--- src/rtl/core/iuhb_pkg.sv ---
`default_nettype none

package iuhb_pkg;

    // One payload request
    typedef struct packed {
        logic [7:0] payload_byte;
        logic       byte_valid;
        logic       last_byte;
    } in_t;

    // One header word
    typedef struct packed {
        logic [15:0] header_word;
        logic [3:0]  word_index;
        logic        last_word;
        logic        length_overflow;
    } out_t;

    // Configuration register indexes
    typedef enum logic [1:0] {
        CFG_SRC_ADDR = 2'd0,
        CFG_DST_ADDR = 2'd1,
        CFG_SRC_PORT = 2'd2,
        CFG_DST_PORT = 2'd3
    } cfg_idx_t;

    // Header word positions
    localparam logic [3:0] W_VER_TOS   = 4'd0;
    localparam logic [3:0] W_TOT_LEN   = 4'd1;
    localparam logic [3:0] W_IDENT     = 4'd2;
    localparam logic [3:0] W_FLAGS     = 4'd3;
    localparam logic [3:0] W_TTL_PROTO = 4'd4;
    localparam logic [3:0] W_IP_CSUM   = 4'd5;
    localparam logic [3:0] W_SRC_HI    = 4'd6;
    localparam logic [3:0] W_SRC_LO    = 4'd7;
    localparam logic [3:0] W_DST_HI    = 4'd8;
    localparam logic [3:0] W_DST_LO    = 4'd9;
    localparam logic [3:0] W_SRC_PORT  = 4'd10;
    localparam logic [3:0] W_DST_PORT  = 4'd11;
    localparam logic [3:0] W_UDP_LEN   = 4'd12;
    localparam logic [3:0] W_UDP_CSUM  = 4'd13;

    // Fixed header fields
    localparam logic [15:0] VER_TOS   = 16'h4500;
    localparam logic [15:0] IDENT     = 16'h0001;
    localparam logic [15:0] FLAGS     = 16'h0000;
    localparam logic [15:0] TTL_PROTO = 16'h1111;
    localparam logic [15:0] PROTO_UDP = 16'h0011;
    localparam logic [15:0] IP_HDR_LEN  = 16'd20;
    localparam logic [15:0] UDP_HDR_LEN = 16'd8;

    // Sum of the fixed IPv4 header words
    localparam logic [19:0] IP_FIXED_SUM =
        20'(VER_TOS) + 20'(IDENT) + 20'(FLAGS) + 20'(TTL_PROTO);

    // Ones' complement add of two 16-bit words with end-around carry
    function automatic logic [15:0] oc_add(input logic [15:0] a, input logic [15:0] b);
        logic [16:0] s;
        s = {1'b0, a} + {1'b0, b};
        return s[15:0] + {15'd0, s[16]};
    endfunction

    // Fold a 20-bit plain sum into a 16-bit ones' complement sum
    function automatic logic [15:0] oc_fold(input logic [19:0] x);
        logic [16:0] f;
        f = {1'b0, x[15:0]} + {13'd0, x[19:16]};
        return f[15:0] + {15'd0, f[16]};
    endfunction

endpackage

`default_nettype wire

--- src/rtl/core/ipv4_udp_header_builder.sv ---
// Flow: the closing request passes stages 1-3 and the header stage, then the first header
// word enters the output register; the 14 words follow one per cycle while m_ready is high.
// Throughput: one payload request per cycle. A closing request waits while the previous
// header is still in the checksum pipeline or being sent, output stalls included.
// Reset: synchronous, active low; clears configuration, running sum, count and all valids.
`default_nettype none

module ipv4_udp_header_builder #(
    parameter int MAX_PAYLOAD = 65507
) (
    input  wire logic           aclk,
    input  wire logic           aresetn,

    input  wire logic           s_valid,
    output logic                s_ready,
    input  wire iuhb_pkg::in_t  s_data,

    output logic                m_valid,
    input  wire logic           m_ready,
    output iuhb_pkg::out_t      m_data,

    input  wire logic           cfg_we,
    input  wire logic [1:0]     cfg_index,
    input  wire logic [31:0]    cfg_wdata
);

    localparam logic [15:0] MAX_LEN = 16'(MAX_PAYLOAD);
    localparam logic [3:0]  LAST_IDX = iuhb_pkg::W_UDP_CSUM;

    // ------------------------------------------------------------------
    // Configuration registers
    // ------------------------------------------------------------------
    logic [31:0] src_addr_reg;
    logic [31:0] dst_addr_reg;
    logic [15:0] src_port_reg;
    logic [15:0] dst_port_reg;

    always_ff @(posedge aclk) begin
        if (!aresetn) begin
            src_addr_reg <= '0;
            dst_addr_reg <= '0;
            src_port_reg <= '0;
            dst_port_reg <= '0;
        end else if (cfg_we) begin
            unique case (iuhb_pkg::cfg_idx_t'(cfg_index))
                iuhb_pkg::CFG_SRC_ADDR: src_addr_reg <= cfg_wdata;
                iuhb_pkg::CFG_DST_ADDR: dst_addr_reg <= cfg_wdata;
                iuhb_pkg::CFG_SRC_PORT: src_port_reg <= cfg_wdata[15:0];
                iuhb_pkg::CFG_DST_PORT: dst_port_reg <= cfg_wdata[15:0];
            endcase
        end
    end

    // ------------------------------------------------------------------
    // Payload accumulator: running sum, pairing of octets and byte count
    // ------------------------------------------------------------------
    logic [15:0] sum_reg,  sum_next;
    logic [15:0] count_reg, count_next;
    logic        odd_reg,  odd_next;
    logic [7:0]  held_reg, held_next;
    logic        ovf_reg,  ovf_next;
    logic [15:0] add_term;
    logic        at_max;
    logic        s_fire;

    // Pipeline and emission valids
    logic        p1_vld_reg, p2_vld_reg, p3_vld_reg, emit_vld_reg;
    logic        close_busy;

    // Hold a closing request while an earlier header is still in flight;
    // payload requests keep flowing into the accumulator meanwhile.
    assign close_busy = p1_vld_reg | p2_vld_reg | p3_vld_reg | emit_vld_reg;
    assign s_ready    = !(s_data.last_byte && close_busy);
    assign s_fire     = s_valid && s_ready;

    assign at_max = (count_reg >= MAX_LEN);

    // At most one ones' complement add per request: the completed pair, or on a
    // close the lone high byte padded with a zero low byte.
    always_comb begin
        add_term = '0;
        if (s_data.byte_valid && odd_reg) begin
            add_term = {held_reg, s_data.payload_byte};
        end else if (s_data.last_byte && s_data.byte_valid) begin
            add_term = {s_data.payload_byte, 8'h00};
        end else if (s_data.last_byte && odd_reg) begin
            add_term = {held_reg, 8'h00};
        end
    end

    always_comb begin
        sum_next   = iuhb_pkg::oc_add(sum_reg, add_term);
        count_next = count_reg;
        ovf_next   = ovf_reg;
        odd_next   = odd_reg;
        held_next  = held_reg;
        if (s_data.byte_valid) begin
            // Saturate the count and flag the oversize payload
            if (at_max) begin
                count_next = MAX_LEN;
                ovf_next   = 1'b1;
            end else begin
                count_next = count_reg + 16'd1;
            end
            if (odd_reg) begin
                odd_next  = 1'b0;
                held_next = '0;
            end else begin
                odd_next  = 1'b1;
                held_next = s_data.payload_byte;
            end
        end
    end

    always_ff @(posedge aclk) begin
        if (!aresetn) begin
            sum_reg   <= '0;
            count_reg <= '0;
            odd_reg   <= 1'b0;
            held_reg  <= '0;
            ovf_reg   <= 1'b0;
        end else if (s_fire) begin
            if (s_data.last_byte) begin
                // Closing request: drop the datagram state
                sum_reg   <= '0;
                count_reg <= '0;
                odd_reg   <= 1'b0;
                held_reg  <= '0;
                ovf_reg   <= 1'b0;
            end else begin
                sum_reg   <= sum_next;
                count_reg <= count_next;
                odd_reg   <= odd_next;
                held_reg  <= held_next;
                ovf_reg   <= ovf_next;
            end
        end
    end

    // ------------------------------------------------------------------
    // Checksum pipeline
    // Stage 1 captures the closed datagram, stage 2 forms lengths and the
    // address sum, stage 3 forms both plain sums, the header stage folds and
    // inverts them.
    // ------------------------------------------------------------------
    logic [15:0] p1_len_reg;
    logic [15:0] p1_pay_reg;
    logic        p1_ovf_reg;

    logic [17:0] p2_addr_reg;
    logic [15:0] p2_tot_reg;
    logic [15:0] p2_udpl_reg;
    logic [15:0] p2_pay_reg;
    logic        p2_ovf_reg;

    logic [19:0] p3_ip_reg;
    logic [19:0] p3_udp_reg;
    logic [15:0] p3_tot_reg;
    logic [15:0] p3_udpl_reg;
    logic        p3_ovf_reg;

    logic [15:0] h_ip_csum_reg;
    logic [15:0] h_udp_csum_reg;
    logic [15:0] h_tot_reg;
    logic [15:0] h_udpl_reg;
    logic        h_ovf_reg;
    logic [3:0]  idx_reg, idx_next;

    logic        out_load;
    logic        emit_vld_next;

    always_ff @(posedge aclk) begin
        if (s_fire && s_data.last_byte) begin
            p1_len_reg <= count_next;
            p1_pay_reg <= sum_next;
            p1_ovf_reg <= ovf_next;
        end
        if (p1_vld_reg) begin
            p2_addr_reg <= 18'(src_addr_reg[31:16]) + 18'(src_addr_reg[15:0])
                         + 18'(dst_addr_reg[31:16]) + 18'(dst_addr_reg[15:0]);
            p2_tot_reg  <= p1_len_reg + iuhb_pkg::IP_HDR_LEN + iuhb_pkg::UDP_HDR_LEN;
            p2_udpl_reg <= p1_len_reg + iuhb_pkg::UDP_HDR_LEN;
            p2_pay_reg  <= p1_pay_reg;
            p2_ovf_reg  <= p1_ovf_reg;
        end
        if (p2_vld_reg) begin
            p3_ip_reg   <= 20'(p2_addr_reg) + 20'(p2_tot_reg) + iuhb_pkg::IP_FIXED_SUM;
            // Pseudo-header, UDP header (length counted twice) and payload
            p3_udp_reg  <= 20'(p2_addr_reg) + 20'(iuhb_pkg::PROTO_UDP)
                         + 20'(p2_udpl_reg) + 20'(p2_udpl_reg)
                         + 20'(src_port_reg) + 20'(dst_port_reg) + 20'(p2_pay_reg);
            p3_tot_reg  <= p2_tot_reg;
            p3_udpl_reg <= p2_udpl_reg;
            p3_ovf_reg  <= p2_ovf_reg;
        end
        if (p3_vld_reg) begin
            h_ip_csum_reg  <= ~iuhb_pkg::oc_fold(p3_ip_reg);
            h_udp_csum_reg <= ~iuhb_pkg::oc_fold(p3_udp_reg);
            h_tot_reg      <= p3_tot_reg;
            h_udpl_reg     <= p3_udpl_reg;
            h_ovf_reg      <= p3_ovf_reg;
        end
    end

    // ------------------------------------------------------------------
    // Header emission into the output register
    // ------------------------------------------------------------------
    logic [15:0]    word_sel;
    iuhb_pkg::out_t m_data_reg;
    logic           m_valid_reg, m_valid_next;

    assign out_load = emit_vld_reg && (!m_valid_reg || m_ready);

    always_comb begin
        unique case (idx_reg)
            iuhb_pkg::W_VER_TOS:   word_sel = iuhb_pkg::VER_TOS;
            iuhb_pkg::W_TOT_LEN:   word_sel = h_tot_reg;
            iuhb_pkg::W_IDENT:     word_sel = iuhb_pkg::IDENT;
            iuhb_pkg::W_FLAGS:     word_sel = iuhb_pkg::FLAGS;
            iuhb_pkg::W_TTL_PROTO: word_sel = iuhb_pkg::TTL_PROTO;
            iuhb_pkg::W_IP_CSUM:   word_sel = h_ip_csum_reg;
            iuhb_pkg::W_SRC_HI:    word_sel = src_addr_reg[31:16];
            iuhb_pkg::W_SRC_LO:    word_sel = src_addr_reg[15:0];
            iuhb_pkg::W_DST_HI:    word_sel = dst_addr_reg[31:16];
            iuhb_pkg::W_DST_LO:    word_sel = dst_addr_reg[15:0];
            iuhb_pkg::W_SRC_PORT:  word_sel = src_port_reg;
            iuhb_pkg::W_DST_PORT:  word_sel = dst_port_reg;
            iuhb_pkg::W_UDP_LEN:   word_sel = h_udpl_reg;
            iuhb_pkg::W_UDP_CSUM:  word_sel = h_udp_csum_reg;
            default:               word_sel = '0;
        endcase
    end

    always_comb begin
        idx_next      = idx_reg;
        emit_vld_next = emit_vld_reg;
        if (p3_vld_reg) begin
            // New header ready: restart at the first word
            idx_next      = '0;
            emit_vld_next = 1'b1;
        end else if (out_load) begin
            if (idx_reg == LAST_IDX) begin
                idx_next      = '0;
                emit_vld_next = 1'b0;
            end else begin
                idx_next = idx_reg + 4'd1;
            end
        end
    end

    always_comb begin
        m_valid_next = m_valid_reg;
        if (out_load) begin
            m_valid_next = 1'b1;
        end else if (m_ready) begin
            m_valid_next = 1'b0;
        end
    end

    always_ff @(posedge aclk) begin
        if (!aresetn) begin
            p1_vld_reg   <= 1'b0;
            p2_vld_reg   <= 1'b0;
            p3_vld_reg   <= 1'b0;
            emit_vld_reg <= 1'b0;
            idx_reg      <= '0;
            m_valid_reg  <= 1'b0;
        end else begin
            p1_vld_reg   <= s_fire && s_data.last_byte;
            p2_vld_reg   <= p1_vld_reg;
            p3_vld_reg   <= p2_vld_reg;
            emit_vld_reg <= emit_vld_next;
            idx_reg      <= idx_next;
            m_valid_reg  <= m_valid_next;
        end
    end

    always_ff @(posedge aclk) begin
        if (out_load) begin
            m_data_reg.header_word     <= word_sel;
            m_data_reg.word_index      <= idx_reg;
            m_data_reg.last_word       <= (idx_reg == LAST_IDX);
            m_data_reg.length_overflow <= h_ovf_reg;
        end
    end

    assign m_valid = m_valid_reg;
    assign m_data  = m_data_reg;

endmodule

`default_nettype wire
--- config.mk ---
export PLATFORM = sky130hd
export DESIGN_NAME = ipv4_udp_header_builder
export DESIGN_NICKNAME = d
export VERILOG_FILES = /design/src/rtl/core/iuhb_pkg.sv /design/src/rtl/core/ipv4_udp_header_builder.sv
export SDC_FILE = /design/constraint.sdc
export NUM_CORES = 1
export LEC_CHECK = 0
export BUFFER_PORTS_ARGS = -buffer_cell sky130_fd_sc_hd__buf_4
export CORE_MARGIN = 2
export CORE_UTILIZATION = 40
export CTS_CLUSTER_SIZE = 28
export DETAILED_ROUTE_END_ITERATION = 6
export SYNTH_ARGS = -nofsm -noshare
export SYNTH_HDL_FRONTEND = slang
export SYNTH_SLANG_ARGS = --single-unit
--- constraint.sdc ---
create_clock -name aclk -period 14.65 [get_ports aclk]
set_input_delay 2.1975 -clock aclk [delete_from_list [all_inputs] [get_ports aclk]]
set_output_delay 2.1975 -clock aclk [all_outputs]
set_load 0.01 [all_outputs]
==> run_results.csv <==
group,metric,value,unit
outcome,status,"finished clean",
cts,cts_root_buf,"clkbuf_16",
finish,syn_to_final_growth,12.7,%
cts,cts_setup_buffers,0,
die,pin_count,73,
setup_path,path_class,"in2reg",
die,die_h,240,um
min_path,hold_path.startpoint,"p3_udpl_reg[9]",
finish,layout_common_cells,"285 x nand2_1, 253 x edfxtp_1, 190 x inv_1, 144 x dfxtp_1, 123 x ha_1",
min_path,min_to,"h_udpl_reg[9]",
routing,drt-initial-drc-count,1338,
sta,max_clock_freq,168,MHz
sta,max_slew_margin,17.1,%
die,die_x,240,um
synth,yosys_warnings,0,
synth,avgSynthCellArea,10.7,um^2
grt,grt_max_degree,98,
sta,worstMarginPinSlew,1.23,ns
setup_path,r2r_setup_slack,9.98,ns
setup_path,r2r_cells,16,
finish,finalNetCount,2410,
finish,final_common_cell,"nand2_1",
cts,clk_path_buf_depth,3,
routing,drt_pass1_iterations,5,
synth,syn_nets,2353,
synth,synth-main-ff-cell,"edfxtp_1",
sta,finalSetupTns,0,ns
finish,diodes,0,
routing,vias_per_cell,5.43,
power_and_ir_drop,worst_ir_drop_vdd,0.0842,mV
setup_path,worstPathRequired,14.95,ns
die,dieArea,57800,um^2
placed_design,dpl_cell_area,23700,um^2
cts,htree_levels,2,
setup_path,crit_fanout,21,
finish,layout-drive-gt1-share,9.36,%
setup_path,end_kind,"flip-flop",
cts,cts.repair.resized,0,
synth,syn-cell-area,22400,um^2
finish,final_area,25200,um^2
sta,skew,0.0171,ns
placed_design,dp_hpwl,46.0,mm
synth,synth_top_cell_area_share,34.0,%
setup_path,r2r-end,"p3_udp_reg[18]",
synth,synth_top_area_cell,"edfxtp_1",
cts,cts_tree,"done",
cts,clk_latency,0.57,ns
grt,grt_pass1_vias,15437,
synth,synth.distinct_cells,90,
synth,synth_seq_area_share,47.1,%
sta,layout_min_cycle_time,5.96,ns
synth,netlist_instances,2097,
routing,post_drt_wl_per_cell,21.0,um
die,core-area,55200,um^2
setup_path,worstPathArrival,6.26,ns
synth,synth-edff-count,253,
setup_path,r2r-start,"p2_addr_reg[2]",
grt,gr-total-overflow,0,
sta,setup_violations,0,
cts,cts_hold_buf,0,
power_and_ir_drop,p_leak,9.64,nW
min_path,hold_path.class,"reg2reg",
sta,fin_crit_sh,40.7,%
placed_design,gp_congestion,0.891,
synth,ys_async_sr_fraction,0,%
grt,grt_pass1_wl,93.7,mm
cts,cts_sinks,400,
synth,yosys-top-cells-area,"edfxtp_1 34%, dfxtp_1 13%, fa_1 7.5%, ha_1 6.9%, nand2_1 4.8%",
synth,synth.ff_latch_count,400,
cts,path_clk_slew,0.06,ns
sta,final_max_slew_viol_count,0,
power_and_ir_drop,finalPower,2.78,mW
setup_path,startpoint_type,"primary input",
routing,drt-total-wl,61.7,mm
min_path,hold_path_depth,0,
routing,drc,0,
placed_design,port_buffers,72,
die,initial_core_util,40.5,%
routing,via_count,15951,
power_and_ir_drop,powerDensity,110,nW/um^2
grt,antenna_found_initial,4,
grt,grt_use_total,21.7,%
job,maxCapViolCount,0,
sta,rsz0062_at_grt,"no",
die,row_count,86,
cts,numCtsBuffers,45,
routing,postRouteAntennaNets,0,
sta,hold_viol,0,
## logic make-up (layout without fill, tap and decap cells)
logic type	Yosys count	count (layout)	synth area share (%)
AO/OA/AOI/OAI	448	448	14.6
XOR/XNOR	136	136	5.39
adder cells (fa/ha/maj)	207	207	14.4
buffers and inverters	267	361	4.55
flip-flops	400	400	47.1
multiplexers	2	2	0.0895
AND/OR/NAND/NOR	637	637	13.8
## cell usage after synthesis, drive strengths merged, types with 8 or more instances
library cell	instances
nand3	62
a31oi	15
nor3	28
and2	11
nand2	285
a21o	22
nand2b	19
or3	8
nor4	8
a21oi	62
a22oi	65
inv	190
clkbuf	73
edfxtp	253
fa	84
xor2	53
nor2	82
a221oi	18
o21ai	49
nor2b	44
nand4	24
xnor2	83
nand3b	8
o211ai	8
ha	123
dfxtp	147
a22o	22
a21boi	111
and3	27
## metal layers
metal  vias up  wire (um)  GRT usage (%)
li1       7534          -              -
met1      7840      28100           30.8
met2       497      28300           34.1
met3        80       3650           3.20
met4         0       1680           6.68
met5         -          0              0
## per-stage QoR
step	worst slack, ns	utilization, %	hold slack [ns]	std cells
2_1_floorplan	8.35	-	0.400	2097
6_report	8.69	45.7	0.411	2939
3_3_place_gp	8.12	42.9	0.404	2855
4_1_cts	8.65	45.7	0.416	2939
3_5_place_dp	8.07	42.9	0.405	2855
5_1_grt	8.25	45.7	0.426	2939
## worst max-delay path, cell delays in order
cell and delay (ns):
buf_4 0.19, and3_1 0.19, ha_1 0.17, inv_1 0.06, fa_1 0.39, nand2b_1 0.21
a211o_1 0.33, a21oi_2 0.22, o31a_1 0.27, o41ai_4 0.10, nor2b_1 0.12, o21ai_0 0.08
nand2b_1 0.12, ha_1 0.17, ha_1 0.18, nand2_1 0.11, nor4_4 0.26, o2111ai_2 0.26
a311oi_2 0.37, nand2_1 0.11, xnor2_1 0.14
## worst max-delay path by stage
stage,from,endpoint,slack [ns],cells past startpoint
global placement,s_data[1],p1_pay_reg[14],8.12,21
detailed placement,s_data[1],p1_pay_reg[14],8.07,21
global route,s_data[1],p1_pay_reg[14],8.25,21
finish,s_data[1],p1_pay_reg[14],8.69,21
floorplan,s_data[1],p1_pay_reg[14],8.35,22
CTS,s_data[1],p1_pay_reg[14],8.65,21
## cell type report
class / instances / area [um^2]
tap: 748 / 936
clock buffer: 59 / 1250
fill: 5119 / 30000
sequential: 400 / 10500
timing repair buffer: 87 / 653
inverter: 190 / 713
clock inverter: 25 / 265
multi-input combinational: 1430 / 10800
## report_power, final
group / leakage (nW) / internal (mW) / switching, mW / total (mW)
registers: 3.48 / 1.24 / 0.0308 / 1.27
logic: 5.42 / 0.146 / 0.202 / 0.348
clock network: 0.742 / 0.692 / 0.472 / 1.16
Power figures use the tool's default switching activity.
